### config.mk
export PLATFORM = sky130hd
export DESIGN_NAME = ekfp_mul
export DESIGN_NICKNAME = d
export VERILOG_FILES = /design/src/rtl/core/ekfp_pkg.sv /design/src/rtl/core/ekfp_mul.sv
export SDC_FILE = /design/constraint.sdc
export NUM_CORES = 2
export LEC_CHECK = 0
export ABC_AREA = 1
export BUFFER_PORTS_ARGS = -buffer_cell sky130_fd_sc_hd__buf_2
export CAP_MARGIN = 20
export CORE_MARGIN = 2
export CORE_UTILIZATION = 55
export CTS_CLUSTER_SIZE = 12
export DETAILED_ROUTE_END_ITERATION = 6
export PLACE_DENSITY = 0.8
export SLEW_MARGIN = 20
export SYNTH_ARGS = -nofsm -noshare
export SYNTH_HDL_FRONTEND = slang
export SYNTH_SLANG_ARGS = --single-unit
### constraint.sdc
create_clock -name clk -period 26.9 [get_ports clk]
set_input_delay 5.38 -clock clk [delete_from_list [all_inputs] [get_ports clk]]
set_output_delay 5.38 -clock clk [all_outputs]
set_load 0.05 [all_outputs]
### src/rtl/core/ekfp_pkg.sv
// shared types, constants and helper functions of the unicycle ekf predict block
package ekfp_pkg;

	localparam int TRIG_W       = 32;
	localparam int COV_W        = 32;
	localparam int MUL_W        = 34;
	localparam int PROD_W       = 2 * MUL_W;
	localparam int S_TDATA_W    = 32;
	localparam int M_TDATA_W    = 272;
	localparam int CFG_IDX_W    = 3;
	localparam int CFG_DATA_W   = 32;
	localparam int CORDIC_STEPS = 24;

	localparam logic signed [TRIG_W-1:0] TRIG_ONE     = 32'sd1073741824;
	localparam logic signed [TRIG_W-1:0] CORDIC_GAIN  = 32'sd652032874;
	localparam logic signed [TRIG_W-1:0] TURN_PER_RAD = 32'sd683565276;

	localparam logic [15:0] STEP_TIME_RST     = 16'd6554;
	localparam logic [31:0] INIT_X_RST        = 32'd0;
	localparam logic [31:0] INIT_Y_RST        = 32'd0;
	localparam logic [15:0] INIT_HEADING_RST  = 16'd10430;
	localparam logic [30:0] INIT_VARIANCE_RST = 31'd1677722;

	typedef enum logic [CFG_IDX_W-1:0] {
		CFG_STEP_TIME,
		CFG_INIT_X,
		CFG_INIT_Y,
		CFG_INIT_HEADING,
		CFG_INIT_VARIANCE
	} cfg_idx_t;

	typedef struct packed {
		logic signed [TRIG_W-1:0] cos_v;
		logic signed [TRIG_W-1:0] sin_v;
	} trig_t;

	// arctangent of 2^-i in 2^-32 turns
	function automatic logic [31:0] atan_turn(input logic [4:0] i);
		logic [31:0] r;
		case (i)
			5'd0:  r = 32'h20000000;
			5'd1:  r = 32'h12E4051E;
			5'd2:  r = 32'h09FB385B;
			5'd3:  r = 32'h051111D4;
			5'd4:  r = 32'h028B0D43;
			5'd5:  r = 32'h0145D7E1;
			5'd6:  r = 32'h00A2F61E;
			5'd7:  r = 32'h00517C55;
			5'd8:  r = 32'h0028BE53;
			5'd9:  r = 32'h00145F2F;
			5'd10: r = 32'h000A2F98;
			5'd11: r = 32'h000517CC;
			5'd12: r = 32'h00028BE6;
			5'd13: r = 32'h000145F3;
			5'd14: r = 32'h0000A2FA;
			5'd15: r = 32'h0000517D;
			5'd16: r = 32'h000028BE;
			5'd17: r = 32'h0000145F;
			5'd18: r = 32'h00000A30;
			5'd19: r = 32'h00000518;
			5'd20: r = 32'h0000028C;
			5'd21: r = 32'h00000146;
			5'd22: r = 32'h000000A3;
			5'd23: r = 32'h00000051;
			default: r = 32'h00000000;
		endcase
		return r;
	endfunction

	function automatic logic signed [31:0] sat32(input logic signed [47:0] x);
		logic signed [31:0] r;
		if (x > 48'sd2147483647)
			r = 32'sh7FFFFFFF;
		else if (x < -48'sd2147483648)
			r = 32'sh80000000;
		else
			r = x[31:0];
		return r;
	endfunction

endpackage

### src/rtl/core/ekfp_mul.sv
// shared signed multiplier with registered product
module ekfp_mul (
	input  logic                                clk,
	input  logic                                en,
	input  logic signed [ekfp_pkg::MUL_W-1:0]   op_a,
	input  logic signed [ekfp_pkg::MUL_W-1:0]   op_b,
	output logic signed [ekfp_pkg::PROD_W-1:0]  prod
);
	import ekfp_pkg::*;

	logic signed [PROD_W-1:0] prod_q;

	always_ff @(posedge clk) begin
		if (en) begin
			prod_q <= op_a * op_b;
		end
	end

	assign prod = prod_q;

endmodule

* Word level (Yosys, flattened, before mapping)
Index checks and enable logic that the tools add are counted.
Operators by class: multipliers 1
Operators by type and width (count):
- $mul 34x34->68 | 1
Storage, ports and cells: register bits after elaboration 68, input bits 70, output and inout port bits 68, word-level logic and storage cells 2

* Logic depth before layout (Yosys ltp)
depth after elaboration 1, mapped depth 35, mapped depth without buffers 33

* Worst setup path after synthesis
OpenSTA, ideal clock, no wires.
kind in2reg, from input port op_a[33] (netlist bit), to register prod_q[66] (netlist: prod[66]), data pin, library setup time 252 ps, arrival time 12091 ps, data required time 26648 ps, path slack 14557 ps, stages on the path 24, buffers on the path 2, path through clkbuf_1 clkbuf_1 nand2_1 inv_1 fa_1 fa_1 fa_1 fa_1 inv_1 fa_1 fa_1 inv_1 fa_1 fa_1 ha_1 nand2_1 nor2_1 inv_1 nor2_2 nand2_1 nor3_1 nand2_2 nand3_1 nand2_1
Between the ends: cells in the longest elaborated chain, start to end 1
RTL lines:
- start: declaration | line ekfp_mul.sv:5 | input logic signed [ekfp_pkg::MUL_W-1:0] op_a,
- $mul 34x34->68 | line ekfp_mul.sv:15 | prod_q <= op_a * op_b;
- end signal: assignment | line ekfp_mul.sv:15
- end: declaration | line ekfp_mul.sv:11 | logic signed [PROD_W-1:0] prod_q;
No other way between the ends. A chain may end at the register's enable or synchronous reset.

* Worst setup path after layout
from input port op_b[10] (netlist bit), to register prod_q[60] (netlist: prod[60]), data pin
Between the ends: cells in the longest elaborated chain, start to end 1
RTL lines:
- start: declaration | line ekfp_mul.sv:6 | input logic signed [ekfp_pkg::MUL_W-1:0] op_b,
- $mul 34x34->68 | line ekfp_mul.sv:15
No other way between the ends.

==> results.env <==
ROUTE.VIAS.TOTAL=36100
WORSTHOLDSTART='op_b[0]'
FINALMAXSLEWVIOLATIONS=0
ANT_NETS=0
CTS_SETUP_BUFFERS=0
YS_SEQ_AREA_FRAC=0.0435
FINAL-INSTANCE-COUNT-EXCL-FILL=7012
TIMING_WORST_SLEW_PIN_VALUE_NS=1.03
REPORT.FINAL.SETUP_VIOL=0
FRACTION_OF_SYNTHESIS_FLOPS_USING_AN_ASYNCHRONOUS_SET_OR_RESET_PIN=0
FINAL-HOLD-VIOLATION-COUNT=0
SYNTH_SEQ_CELLS=68
NNETSFINAL=7375
CTS_INSERTED_BUFFERS=9
GLOBAL_ROUTE.OVERFLOW_TOTAL=0
PLACEABLE_CORE_REGION_MM2=0.0849
GRT_USAGE=0.302
SYNTH_LARGEST_TYPE_AREA_FRACTION=0.530
SHARE_OF_CELLS_ABOVE_DRIVE_STRENGTH_1=0.0382
NUM_ROWS=107
SYNTH_AREA_LEADER_CELL='fa_1'
FINAL.SETUP.TNS_NS=0
CLOCK_SINK_COUNT=68
SYNTHDISTINCTLIBCELLS=32
DESIGN.DIE.AREA_MM2=0.0876
GRT_FIRST_PASS_WIRELENGTH_MM=206
CRIT_START='op_b[10]'
CRITICALPATHCATEGORY='in2reg'
SYN_AVG_CELL_AREA_UM2=7.85
RSZ0062_AT_GRT='false'
FINAL.MIN_CLOCK_PERIOD_NS=12.89
TRITONCTS_CLOCK_TREE='built'
HPWL_MM=104
DIE_HEIGHT_UM=296
NUMBER_OF_GLOBAL_ROUTE_VIAS_BEFORE_REPAIR=40500
STARTPOINT_TYPE_OF_THE_WORST_SETUP_PATH='input pin'
LARGEST_NET_DEGREE_AT_THE_START_OF_GLOBAL_ROUTING=69
CTS_BUFFER_DEPTH=2
DRT-PASS1-ITER-COUNT=6
LARGEST_REG_FLOPS=68
CTS.ROOT.BUFFER_CELL='clkbuf_16'
NETLIST_AREA_MM2=0.0469
WL_MM=124
DP_CELLS=6993
HOLD_BUFFERS=0
COUNT_OF_FLIP_FLOPS_WITH_A_BUILT_IN_ENABLE_AFTER_SYNTHESIS=68
POSTSYNTHCELLCOUNT=5972
NETLIST_TOP_CELLS_AREA='fa_1 (53%), inv_1 (17%), nand2_1 (13%), ha_1 (5.4%), edfxtp_1 (4.4%)'
PORTBUFFERS=137
DIE_W_UM=296
CRIT_ARRIVAL_NS=13.01
POST_CTS_RESIZED=0
RELSLEWSLACK=0.310
FINAL.PERIOD_UTILIZATION=0.479
VIAS_PER_CELL=5.15
SYN-NUM-NETS=7487
ROUTE.DETAILED.DRC=0
WORST_SETUP_EP_TYPE='register'
MAX_CAP_VIOLATIONS=0
CLK_TRANSITION_REPORTED_PATHS_NS=0.06
ANTENNA_FOUND_INITIAL=8
DRT_FIRST_ITER_VIOLATIONS=2649
GP_ROUTABILITY_CONGESTION=1.00
CTS_HTREE_LEVELS=3
HOLD_CLASS='in2reg'
CP.REQUIRED_NS=27.01
STATUS='finished clean'
YOSYS_WARNINGS=0
NUM_IO_PINS=138
SYNTH_FLOP_CELL='edfxtp_1'
AREA_GROWTH_PCT=3.15
ROUTE.DETAILED.WL_PER_INST_UM=17.6
ACHIEVABLE-FREQUENCY_GHz=0.0776
STARTING_DENSITY_OF_THE_CORE=0.553
MAXIMUM_FANOUT_ENCOUNTERED_ON_THE_CRITICAL_TIMING_PATH=34
==> worst paths after layout <==
kind / end / slack, ns / cells after the start
setup / recovery: prod[60] / 14.01 / 23
hold / removal: prod[0] / 5.72 / 4
==> stage by stage <==
stage	hold WS, ns	instance area, um2	worst slack, ns	utilization
after floorplan	5.49	46900	14.56	-
after global placement	5.92	48100	13.64	0.567
after detailed placement	5.92	48100	13.43	0.567
after CTS	5.71	48400	13.80	0.570
after global routing	5.75	48400	13.53	0.570
final	5.72	48400	14.01	0.570
==> critical path: stages <==
cell,delay (ns)
buf_2,0.59
nand2_1,0.28
fa_1,0.70
fa_1,0.93
inv_1,0.12
fa_1,0.88
inv_1,0.13
fa_1,0.51
fa_1,0.58
fa_1,0.43
fa_1,0.46
fa_1,0.49
inv_1,0.04
ha_1,0.40
nand2_1,0.16
nor2_1,0.17
inv_1,0.08
nor2_1,0.20
nand2_1,0.11
nor3_1,0.14
nand2_1,0.09
nand4_1,0.07
nand2_1,0.06
==> cells in the final DEF (no fill, tap or decap), types with 3 or more instances in the layout <==
cell type	Yosys	layout
clkbuf_16	0	9
nand2_1	1661	1661
ha_1	204	204
nand3_2	7	7
or2_2	8	8
o21bai_1	11	11
fa_1	1241	1240
diode_2	0	3
nor2_1	115	115
nand3b_1	3	3
o21ai_0	18	18
nor2_2	9	9
nor3_1	15	15
nand3_1	70	70
clkinv_2	0	3
buf_4	0	11
xor2_1	33	33
nor3_2	5	5
a21oi_1	59	59
edfxtp_1	68	68
inv_1	2116	2116
inv_2	3	3
nand4_1	19	19
buf_2	0	137
a21oi_2	4	4
nand2_2	20	20
==> layer usage <==
layer  vias up  GRT usage  routed length, um
li1      15900          -                  -
met1     18000      0.359              44800
met5         -          0                 58
met2      1743      0.528              61900
met4        10      0.164               7510
met3       521     0.0467               9380
==> area by class of cell <==
| type | instances | area (um2) |
|---|---|---|
| Tap cell | 1144 | 1430 |
| Clock buffer | 11 | 233 |
| Antenna cell | 3 | 7.51 |
| Fill cell | 7551 | 36500 |
| Timing Repair Buffer | 148 | 768 |
| Clock inverter | 5 | 52.6 |
| Multi-Input combinational cell | 3514 | 35900 |
| Sequential cell | 68 | 2040 |
| Inverter | 2119 | 7950 |
==> cells by family after synthesis <==
group                      synth area share
buffers and inverters                 0.191
and+or+nand+nor                       0.163
adders and majority gates             0.584
AOI/OAI and AO/OA                    0.0112
DFF                                  0.0435
xor gates and xnor gates            0.00654
==> cells in the mapped netlist (all sizes together), types with 3 or more instances <==
library cell / n
nand3: 77
a21oi: 63
o21bai: 11
or2: 8
inv: 2119
nor2: 124
clkbuf: 269
nor3: 22
nand3b: 3
nand2: 1683
xor2: 33
ha: 204
o21ai: 19
fa: 1241
edfxtp: 68
nand4: 19
Power is left out: the tool's default activity adds up to more than one toggle a clock period on the data nets, which glitch-free logic cannot reach.
