===== config.mk =====
export PLATFORM = sky130hd
export DESIGN_NAME = ekfp_cordic
export DESIGN_NICKNAME = d
export VERILOG_FILES = /design/src/rtl/core/ekfp_pkg.sv /design/src/rtl/core/ekfp_cordic.sv
export SDC_FILE = /design/constraint.sdc
export NUM_CORES = 1
export LEC_CHECK = 0
export BUFFER_PORTS_ARGS = -buffer_cell sky130_fd_sc_hd__buf_2
export CAP_MARGIN = 20
export CORE_UTILIZATION = 45
export DETAILED_ROUTE_END_ITERATION = 8
export GPL_TIMING_DRIVEN = 0
export PLACE_DENSITY = 0.64
export RECOVER_POWER = 25
export SLEW_MARGIN = 25
export SYNTH_ARGS = -nofsm -noshare
export SYNTH_HDL_FRONTEND = slang
export SYNTH_SLANG_ARGS = --single-unit

===== constraint.sdc =====
create_clock -name clk -period 10.7 [get_ports clk]
set_input_delay 2.14 -clock clk [delete_from_list [all_inputs] [get_ports clk]]
set_output_delay 2.14 -clock clk [all_outputs]
set_load 0.005 [all_outputs]

===== src/rtl/core/ekfp_pkg.sv =====
// shared types, constants and helper functions of the unicycle ekf predict block
package ekfp_pkg;

	localparam int TRIG_W       = 32;
	localparam int COV_W        = 32;
	localparam int MUL_W        = 34;
	localparam int PROD_W       = 2 * MUL_W;
	localparam int S_TDATA_W    = 32;
	localparam int M_TDATA_W    = 272;
	localparam int CFG_IDX_W    = 3;
	localparam int CFG_DATA_W   = 32;
	localparam int CORDIC_STEPS = 24;

	localparam logic signed [TRIG_W-1:0] TRIG_ONE     = 32'sd1073741824;
	localparam logic signed [TRIG_W-1:0] CORDIC_GAIN  = 32'sd652032874;
	localparam logic signed [TRIG_W-1:0] TURN_PER_RAD = 32'sd683565276;

	localparam logic [15:0] STEP_TIME_RST     = 16'd6554;
	localparam logic [31:0] INIT_X_RST        = 32'd0;
	localparam logic [31:0] INIT_Y_RST        = 32'd0;
	localparam logic [15:0] INIT_HEADING_RST  = 16'd10430;
	localparam logic [30:0] INIT_VARIANCE_RST = 31'd1677722;

	typedef enum logic [CFG_IDX_W-1:0] {
		CFG_STEP_TIME,
		CFG_INIT_X,
		CFG_INIT_Y,
		CFG_INIT_HEADING,
		CFG_INIT_VARIANCE
	} cfg_idx_t;

	typedef struct packed {
		logic signed [TRIG_W-1:0] cos_v;
		logic signed [TRIG_W-1:0] sin_v;
	} trig_t;

	// arctangent of 2^-i in 2^-32 turns
	function automatic logic [31:0] atan_turn(input logic [4:0] i);
		logic [31:0] r;
		case (i)
			5'd0:  r = 32'h20000000;
			5'd1:  r = 32'h12E4051E;
			5'd2:  r = 32'h09FB385B;
			5'd3:  r = 32'h051111D4;
			5'd4:  r = 32'h028B0D43;
			5'd5:  r = 32'h0145D7E1;
			5'd6:  r = 32'h00A2F61E;
			5'd7:  r = 32'h00517C55;
			5'd8:  r = 32'h0028BE53;
			5'd9:  r = 32'h00145F2F;
			5'd10: r = 32'h000A2F98;
			5'd11: r = 32'h000517CC;
			5'd12: r = 32'h00028BE6;
			5'd13: r = 32'h000145F3;
			5'd14: r = 32'h0000A2FA;
			5'd15: r = 32'h0000517D;
			5'd16: r = 32'h000028BE;
			5'd17: r = 32'h0000145F;
			5'd18: r = 32'h00000A30;
			5'd19: r = 32'h00000518;
			5'd20: r = 32'h0000028C;
			5'd21: r = 32'h00000146;
			5'd22: r = 32'h000000A3;
			5'd23: r = 32'h00000051;
			default: r = 32'h00000000;
		endcase
		return r;
	endfunction

	function automatic logic signed [31:0] sat32(input logic signed [47:0] x);
		logic signed [31:0] r;
		if (x > 48'sd2147483647)
			r = 32'sh7FFFFFFF;
		else if (x < -48'sd2147483648)
			r = 32'sh80000000;
		else
			r = x[31:0];
		return r;
	endfunction

endpackage


===== src/rtl/core/ekfp_cordic.sv =====
// iterative rotation cordic giving cos and sin of a binary angle, one step a cycle
module ekfp_cordic #(
	parameter int ANGLE_BITS = 16
) (
	input  logic                  clk,
	input  logic                  arst_n,
	input  logic                  start,
	input  logic [ANGLE_BITS-1:0] angle,
	output logic                  done,
	output ekfp_pkg::trig_t       trig
);
	import ekfp_pkg::*;

	localparam logic [4:0] LAST_STEP = 5'(CORDIC_STEPS - 1);

	logic signed [33:0] cx_q, cy_q;
	logic signed [32:0] z_q;
	logic [4:0]         step_q;
	logic               run_q, done_q, flip_q;

	logic [31:0]        t;
	logic signed [32:0] z0;
	logic signed [33:0] dx, dy, fx, fy;
	logic signed [32:0] at;

	assign t  = {angle, {(32 - ANGLE_BITS){1'b0}}};
	assign z0 = 33'(signed'(t));
	assign dx = cx_q >>> step_q;
	assign dy = cy_q >>> step_q;
	assign at = 33'(signed'({1'b0, atan_turn(step_q)}));

	always_ff @(posedge clk or negedge arst_n) begin
		if (!arst_n) begin
			run_q  <= 1'b0;
			done_q <= 1'b0;
			step_q <= '0;
		end else if (start) begin
			run_q  <= 1'b1;
			done_q <= 1'b0;
			step_q <= '0;
		end else if (run_q) begin
			step_q <= step_q + 5'd1;
			if (step_q == LAST_STEP) begin
				run_q  <= 1'b0;
				done_q <= 1'b1;
			end
		end
	end

	always_ff @(posedge clk) begin
		if (start) begin
			cx_q <= 34'(CORDIC_GAIN);
			cy_q <= '0;
			// fold the angle into the right half plane
			if (z0 > 33'sd1073741824) begin
				z_q    <= z0 - 33'sd2147483648;
				flip_q <= 1'b1;
			end else if (z0 < -33'sd1073741824) begin
				z_q    <= z0 + 33'sd2147483648;
				flip_q <= 1'b1;
			end else begin
				z_q    <= z0;
				flip_q <= 1'b0;
			end
		end else if (run_q) begin
			if (z_q >= 0) begin
				cx_q <= cx_q - dy;
				cy_q <= cy_q + dx;
				z_q  <= z_q - at;
			end else begin
				cx_q <= cx_q + dy;
				cy_q <= cy_q - dx;
				z_q  <= z_q + at;
			end
		end
	end

	assign fx = flip_q ? -cx_q : cx_q;
	assign fy = flip_q ? -cy_q : cy_q;

	always_comb begin
		if (fx > 34'(TRIG_ONE))
			trig.cos_v = TRIG_ONE;
		else if (fx < -34'(TRIG_ONE))
			trig.cos_v = -TRIG_ONE;
		else
			trig.cos_v = fx[31:0];
		if (fy > 34'(TRIG_ONE))
			trig.sin_v = TRIG_ONE;
		else if (fy < -34'(TRIG_ONE))
			trig.sin_v = -TRIG_ONE;
		else
			trig.sin_v = fy[31:0];
	end

	assign done = done_q;

endmodule


Word level (Yosys, flattened, before mapping)
Memory sizes are Yosys's and may differ from the RTL's.
Index checks and enable logic that the tools add are counted.

storage, ports and cells
  logic and storage cells = 54
  bits in read-only memories = 960
  flip-flop bits (word level) = 109
  memories kept = 1
  output and inout port bits = 65
  input bits = 19

cells by class
  equal/unequal tests = 1
  reduce and logical (&&, ||, !) cells = 3
  muxes and demuxes = 22
  shifts and indexed selects = 2
  add/sub/neg operators = 11
  magnitude comparators = 7

memories
  name             words  width  rd ports  clocked after memory_dff  write ports  line            RTL
  (no name shown)  32     30     1         0                         0            ekfp_pkg.sv:40  case (i)

operators by type and width
  cell                                                                    number
  33-bit 2-to-1 mux                                                       5
  34-bit 2-to-1 mux                                                       4
  32-bit 2-to-1 mux                                                       4
  34-bit adder                                                            2
  34-bit by 32-bit > comparator with 1-bit output, second input constant  2
  34-bit by 31-bit < comparator with 1-bit output, second input constant  2
  34-bit negator                                                          2
  34-bit by 5-bit >>> shifter with 34-bit output                          2
  34-bit subtractor                                                       2
  32-bit by 33-bit adder with 33-bit output, second input constant        1
  33-bit adder                                                            1
  33-bit by 1-bit >= comparator with 1-bit output, second input constant  1
  32-bit by 33-bit subtractor with 33-bit output, second input constant   1
  33-bit subtractor                                                       1
  32-bit > comparator, second input constant                              1
  32-bit by 31-bit < comparator with 1-bit output, second input constant  1
  5-bit 2-to-1 mux                                                        2
  1-bit 2-to-1 mux                                                        7
  5-bit by 1-bit adder with 5-bit output, second input constant           1
  5-bit == test, second input constant                                    1
  2-bit nonzero test                                                      2
  2-bit AND reduction                                                     1

Depth between registers and ports, before layout
Gate-level depths: netlist of run 1.

  depth in word-level cells = 5
  mapped depth = 28
  gate-level depth less buffers = 22

Least setup slack after synthesis of run 1
Ideal clock, no wire load.

  kind = flip-flop to flip-flop
  from = register step_q[1]
  to = register z_q[32] (data pin)
  stages on the path, launching flop included = 27
  required time = 10.431 ns
  setup time = 0.269 ns
  period minus slack after synthesis = 6.198 ns
  arrival time = 5.929 ns
  slack = 4.502 ns
  path buffers = 5
  cells stage by stage = dfrtp_1 > buf_2 > inv_1 > buf_2 > buf_2 > buf_1 > ha_1 > buf_2 > nand2b_1 > a31oi_1 > a32oi_1 > and4bb_2 > nand3_1 > or3_1 > o21ai_0 > xor2_1 > ha_1 > a21o_1 > a21o_1 > a21oi_1 > o21ai_0 > a21oi_1 > o21ai_0 > o41ai_1 > o2111ai_1 > mux2i_1 > nand4_1

between the ends
  cells in the longest elaborated chain, start to end = 5
  elaborated cells between the ends (all ways) = 6
  classes of those cells = add/sub (2); mux (3); memory (1)

RTL lines
  what                                                      line                                  RTL
  start, declared                                           ekfp_cordic.sv:18                     logic [4:0] step_q;
  start signal, assigned                                    ekfp_cordic.sv:42                     step_q <= step_q + 5'd1;
  memory read 32 x 30 bit (*)                               n/a
  33-bit adder / 33-bit subtractor (equally long branches)  ekfp_cordic.sv:73, ekfp_cordic.sv:69
  33-bit 2-to-1 mux (*)                                     ekfp_cordic.sv:66                     if (z_q >= 0) begin
  33-bit 2-to-1 mux (*)                                     ekfp_cordic.sv:65                     end else if (run_q) begin
  33-bit 2-to-1 mux (*)                                     ekfp_cordic.sv:51                     if (start) begin
  end signal, assigned                                      ekfp_cordic.sv:56                     z_q <= z0 - 33'sd2147483648;
  end signal, assigned                                      ekfp_cordic.sv:69                     z_q <= z_q - at;
  end signal, assigned                                      ekfp_cordic.sv:73                     z_q <= z_q + at;
  end, declared                                             ekfp_cordic.sv:17                     logic signed [32:0] z_q;

Mark *: on every way between the ends. The rest lies on a longest branch, timed or not. The select of a mux whose other input is x is not followed.
A chain may end at the register's enable or synchronous reset.

Worst setup path in the final report of run 1
  from = register step_q[1]
  to = register cx_q[33]

between the ends
  cells in the longest elaborated chain, start to end = 3
  elaborated cells between the ends (all ways) = 4
  classes of those cells = add/sub (2); shift (1); mux (1)

RTL lines
  what                                                      line                                  RTL
  34-bit by 5-bit >>> shifter with 34-bit output (*)        ekfp_cordic.sv:29                     assign dy = cy_q >>> step_q;
  34-bit adder / 34-bit subtractor (equally long branches)  ekfp_cordic.sv:71, ekfp_cordic.sv:67
  34-bit 2-to-1 mux (*)                                     ekfp_cordic.sv:66
  end signal, assigned                                      ekfp_cordic.sv:52                     cx_q <= 34'(CORDIC_GAIN);
  end signal, assigned                                      ekfp_cordic.sv:67                     cx_q <= cx_q - dy;
  end signal, assigned                                      ekfp_cordic.sv:71                     cx_q <= cx_q + dy;
  end, declared                                             ekfp_cordic.sv:16                     logic signed [33:0] cx_q, cy_q;

Mark *: on every way between the ends. The rest lies on a longest branch, timed or not.

==> results.py, run 1 <==
metrics = {
    "cts": {
        "cts.sinks": 109,
        "clockBufferDepth": 2,
        "insertion_delay_ns": 0.42,
        "post_cts_buffers": 0,
        "cts_hold_buf": 0,
        "numCtsBuffers": 9,
        "clk_pin_slew_ns": 0.09,
        "cts_tree": "done",
        "htree_levels": 3,
        "post_cts_resized": 0,
        "root_buffer": "clkbuf_16",
    },
    "run_status": {
        "status": "finished clean",
    },
    "yosys": {
        "ys_warn_count": 0,
        "yosys.area.top_type": "mux4_2",
        "syn_avg_cell_area_um2": 7.77,
        "ys_seq_elements": 109,
        "synth_edf_count": 34,
        "synth.most_common_cell": "nor2_1",
        "yosysUniqueCellTypes": 109,
        "netlist_area_um2": 20000,
        "yosys-top-cells-area": "mux4_2 9.3%, ha_1 7.1%, dfxtp_1 6.8%, mux2i_1 6.1%, edfxtp_1 5.1%",
        "synth_nets": 2711,
        "yosys.area.top_type_share_pct": 9.35,
        "synth_common_cells": "268 x nor2_1, 232 x nand2_1, 166 x o21ai_0",
        "async_flop_share_pct": 6.42,
        "synthFlopType": "dfxtp_1",
        "syn_inst": 2575,
        "ys_seq_area_share_pct": 12.8,
    },
    "critical_path": {
        "r2r-end": "cx_q[33]",
        "start_kind": "flop",
        "crit_type": "flop to flop",
        "setup.worst_path.end_class": "flop",
        "cp-endpoint": "cx_q[33]",
        "worstRegToRegCells": 27,
        "worstPathArrival_ns": 9.76,
        "r2r_slack_ns": 1.26,
        "path_max_fanout": 10,
        "critPathLaunch": "step_q[1]",
        "worstReg2RegStart": "step_q[1]",
        "worst_ep_required_time_ns": 11.01,
    },
    "finish": {
        "nFillCells": 4354,
        "drive_gt1_share_pct": 12.4,
        "syn_to_final_growth_pct": 7.63,
        "fin_nets": 2810,
    },
    "floorplan": {
        "die_y_um": 213,
        "dieArea_um2": 45300,
        "initial_core_util_pct": 46.0,
        "core.rowCount": 76,
        "num_io_pins": 84,
        "core-area_um2": 43500,
        "die_x_um": 213,
    },
    "drt": {
        "viasPerCell": 7.04,
        "firstDrtPassIters": 6,
        "ant_nets": 0,
        "vias": 23000,
        "wire_per_inst_um": 32.7,
        "drt_iter0_drc": 3128,
        "wirelength_um": 107000,
        "post-route-drc-count": 0,
    },
    "sta": {
        "report.final.hold_viol_count": 0,
        "period_needed_ns": 9.44,
        "maxSlewHeadroom_pct": 7.08,
        "setup_tns_ns": 0,
        "drv_slew": 0,
        "period_share_pct": 88.2,
        "max_freq_mhz": 106,
        "rsz0062_at_grt": "no",
        "setup_viol": 0,
        "skew_ns": 0.0179,
        "worstMarginPinSlew_ns": 1.39,
    },
    "power": {
        "cellLeakagePower_uw": 0.00891,
        "max-vdd-ir-drop_mv": 0.275,
        "finalPower_uw": 8550,
        "powerDensity_nw_per_um2": 397,
    },
    "placed_design": {
        "routabilityCongestion": 1.15,
        "hpwlAfterDp_um": 83300,
        "port-buffer-count": 83,
    },
    "global_route": {
        "overflow": 0,
        "grt_pass1_wl_um": 150000,
        "grt_pass1_vias": 21600,
        "antenna_found_initial": 6,
        "grtUsageTotal_pct": 46.8,
        "grt_max_degree": 19,
    },
    "run": {
        "maxCapViolCount": 0,
    },
    "min_path": {
        "min_path_type": "flop to flop",
    },
}
## stage by stage
step	std cells	setup WS, ns	instance area [um^2]	hold slack [ns]	util, %
3_3_place_gp	3243	2.27	21100	0.516	48.7
5_1_grt	3264	1.04	21500	0.586	49.5
3_5_place_dp	3247	2.19	21200	0.543	48.9
4_1_cts	3263	2.15	21500	0.559	49.5
2_1_floorplan	2575	4.50	20000	0.490	-
6_report	3266	1.26	21500	0.557	49.5
## metal layers
layer  track usage [%]  part of all wire, %  up-vias
li1                  -                    -     9821
met1              56.1                   37    11100
met2              70.6                   42     1636
met5                 0                0.031        -
met4              36.1                  8.8        4
met3              13.5                   12      467
## worst max-delay path: stages, from the launching register on
cell and delay (ns):
dfrtp_1 0.48, buf_2 0.34, buf_2 0.39, clkbuf_1 0.92, buf_2 0.45, clkbuf_1 0.72
mux4_2 0.45, a22oi_1 0.15, o21ai_0 0.17, nor2_1 0.19, ha_1 0.22, nand4_1 0.36
or3_1 0.62, nand4b_1 0.25, nor2_1 0.17, a21oi_1 0.10, xor2_1 0.18, ha_1 0.28
clkbuf_1 0.31, nand4_1 0.18, nor3_1 0.27, inv_1 0.12, a211oi_1 0.73, o2111ai_1 0.22
a21oi_1 0.23, o21ai_0 0.11, mux2i_1 0.34, mux2_1 0.36
## cells in the final DEF (no fill, tap or decap), drive strengths merged, types with 34 or more instances in the layout
master and count:
a21o 55, a21oi 142, buf 152, clkbuf 168
dfxtp 68, edfxtp 34, ha 114, inv 53
mux2 43, mux2i 121, mux4 83, nand2 232
nand3 62, nor2 268, nor2b 35, nor3 47
o21ai 171, xnor2 106, xor2 116
## cells by family (layout without fill, tap and decap cells)
| family | count (synthesis) | count (layout) | share of synthesized area, % |
|---|---|---|---|
| fa+ha+maj | 117 | 117 | 7.43 |
| buf+inv | 279 | 383 | 6.00 |
| other cells | 0 | 2 | 0 |
| mux | 247 | 247 | 17.8 |
| simple gates | 881 | 881 | 22.0 |
| xor+xnor | 222 | 222 | 9.72 |
| compound gates | 720 | 720 | 24.2 |
| flops | 109 | 109 | 12.8 |
## layout make-up
class	instances	area [um^2]	area share (%)
diodes	2	5.00	0.0233
plain buffers	223	997	4.63
clock buffers	9	225	1.05
clock inverters	7	73.8	0.343
inverters	56	210	0.977
multi-input cells	2187	16300	75.6
flip-flops and latches	109	2560	11.9
well taps	585	732	3.40
repair buffers	88	450	2.09
## where the power goes
| part | switching, uW | internal (uW) |
|---|---|---|
| Sequential | 205 | 653 |
| Combinational | 4470 | 2830 |
| Clock | 201 | 183 |
## how the worst min path moves through the flow
stage | startpoint | end | slack, ns | cells after the start
after CTS | cx_q[0] | cx_q[0] | 0.56 | 2
final | cx_q[0] | cx_q[0] | 0.56 | 2
after floorplan | cx_q[0] | cx_q[0] | 0.49 | 2
after global routing | cx_q[0] | cx_q[0] | 0.59 | 2
after global placement | done | done | 0.52 | 2
after detailed placement | cx_q[0] | cx_q[0] | 0.54 | 2
## sequential cells by signal, summed over array words and instances (netlist names)
name,count
step_q,5
done,1
cy_q,34
run_q,1
z_q,33
cx_q,34
flip_q,1
No activity file was read; power rests on OpenSTA's default activity.
==> run 2, diff against run 1 <==
--- a/config.mk
+++ b/config.mk
@@ -5,7 +5,7 @@
 export SDC_FILE = /design/constraint.sdc
 export NUM_CORES = 1
 export LEC_CHECK = 0
-export BUFFER_PORTS_ARGS = -buffer_cell sky130_fd_sc_hd__buf_2
+export BUFFER_PORTS_ARGS = -buffer_cell sky130_fd_sc_hd__buf_4
 export CAP_MARGIN = 20
 export CORE_UTILIZATION = 45
 export DETAILED_ROUTE_END_ITERATION = 8
==> results.py, run 2 (synthesis gave the netlist of run 1 again) <==
metrics = {
    "run_status": {
        "status": "complete, but fails checks",
        "violations": "max-capacitance violations, max-slew violations",
    },
    "sta": {
        "rsz0062_at_grt": "no",
        "whs_ns": 0.575,
        "skew_ns": 0.0119,
        "period_share_pct": 85.3,
        "maxSlewHeadroom_pct": -11.2,
        "setup_viol": 0,
        "max_freq_mhz": 110,
        "period_needed_ns": 9.13,
        "worstMarginPinSlew_ns": 1.67,
        "drv_slew": 29,
        "setup_tns_ns": 0,
        "report.final.hold_viol_count": 0,
    },
    "power": {
        "switching_share_pct": 56.8,
        "p_int_uw": 3680,
        "max-vdd-ir-drop_mv": 0.210,
        "pwr-share-seq_pct": 10.2,
        "cellLeakagePower_uw": 0.00892,
        "p_comb_share_pct": 85.3,
        "power.share.clock_pct": 4.4,
        "p_sw_uw": 4850,
        "powerDensity_nw_per_um2": 393,
    },
    "critical_path": {
        "critPathLaunch": "step_q[1]",
        "critical_path.top_delay_family": "compound AO/OA/AOI/OAI gates",
        "cpPeakStageDelay_ns": 1.14,
        "worst_ep_required_time_ns": 10.87,
        "start_kind": "flop",
        "worstPathArrival_ns": 9.30,
        "crit_buf_inv": 6,
        "worstReg2RegStart": "step_q[1]",
        "crit_slowest_cell": "clkbuf_1",
        "path_max_fanout": 13,
        "crit_top_cell": "buf_2",
        "setup.worst_path.end_class": "flop",
        "crit_type": "flop to flop",
    },
    "drt": {
        "wirelength_um": 107000,
        "viasPerCell": 7.08,
        "ant_nets": 0,
        "wire_per_inst_um": 32.9,
        "firstDrtPassIters": 7,
        "drt_iter0_drc": 3128,
        "post-route-drc-count": 0,
        "vias": 23100,
    },
    "finish": {
        "drive_gt1_share_pct": 12.3,
        "final_cell_count_no_fill": 3266,
        "fin_nets": 2809,
        "reg_top3": "cx_q (34), cy_q (34), z_q (33)",
        "seqCellArea_um2": 2560,
        "multi_input_area_um2": 16300,
        "syn_to_final_growth_pct": 8.59,
        "nFillCells": 4249,
        "final_cell_area_um2": 21700,
        "layout_common_cells": "266 x nor2_1, 232 x nand2_1, 166 x o21ai_0",
        "layout_commonest_cell": "nor2_1",
        "fin_util_pct": 50.0,
    },
    "cts": {
        "insertion_delay_ns": 0.42,
        "post_cts_resized": 0,
        "numCtsBuffers": 9,
        "cts_tree": "done",
        "htree_levels": 3,
        "clk_pin_slew_ns": 0.09,
        "post_cts_buffers": 0,
        "cts_hold_buf": 0,
        "root_buffer": "clkbuf_16",
        "cts.sinks": 109,
        "clockBufferDepth": 2,
    },
    "global_route": {
        "overflow": 0,
        "grtUsageTotal_pct": 47.0,
        "grt_pass1_wl_um": 150000,
        "antenna_found_initial": 9,
        "grt_pass1_vias": 21400,
        "grt_max_degree": 29,
    },
    "floorplan": {
        "dieArea_um2": 45300,
        "core.rowCount": 76,
        "core-area_um2": 43500,
        "die_x_um": 213,
        "initial_core_util_pct": 46.0,
        "die_y_um": 213,
        "num_io_pins": 84,
    },
    "placed_design": {
        "dp_cells": 3247,
        "hpwlAfterDp_um": 83700,
        "routabilityCongestion": 1.17,
        "place_area_um2": 21400,
        "port-buffer-count": 83,
    },
    "run": {
        "maxCapViolCount": 3,
    },
    "min_path": {
        "hp-start": "cx_q[0]",
        "min_path_type": "flop to flop",
    },
}
run 2: cell types whose count changed in the layout (fill, tap and decap cells not counted), sizes merged:
| cell | change |
|---|---|
| clkinvlp | -3 |
| inv | +3 |
| bufinv | -1 |
| clkbuf | -1 |
| clkinv | +1 |
| diode | +1 |
run 2: routing by layer:
metal  part of all wire (%)  wire [um]  track usage, %
met2                     42      45500            70.6
met5                  0.064         69               0
met4                    8.6       9230            36.5
met1                     37      40000            56.1
met3                     12      12700            14.0
run 2: tightest hold or removal path, cell delays in order, from the launching register on:
cell and delay (ns):
dfxtp_1 0.37, nor2_1 0.10, a211oi_1 0.05
run 2: layout make-up:
type	instances	share of cell area [%]
Timing Repair Buffer	87	2.96
Clock inverter	7	0.352
Buffer	223	4.58
Multi-Input combinational cell	2187	74.9
Antenna cell	3	0.0346
Sequential cell	109	11.8
Inverter	56	0.968
Tap cell	585	3.37
Clock buffer	9	1.04
run 2: through the flow:
stage | worst slack (ns) | power, uW
floorplan | 4.50 | 5910
global placement | 2.17 | 7670
detailed placement | 2.54 | 7850
CTS | 2.49 | 8260
global route | 1.36 | 9030
finish | 1.57 | 8530
run 2: final timing paths:
path	slack (ns)	end	depth (start not counted)
max in group asynchronous	8.61	step_q[1]	1
setup reg to reg	1.57	z_q[32]	26
hold reg to reg	0.58	cx_q[0]	2
hold / removal	0.58	cx_q[0]	2
setup / recovery	1.57	z_q[32]	26
min in group asynchronous	1.69	run_q	1
run 2: power groups by stage:
stage | clock network, uW | registers (uW) | logic, uW
4_1_cts | 379 | 858 | 7020
3_3_place_gp | 0 | 859 | 6810
6_report | 376 | 874 | 7280
3_5_place_dp | 0 | 869 | 6980
5_1_grt | 388 | 884 | 7760
2_1_floorplan | 0 | 765 | 5150
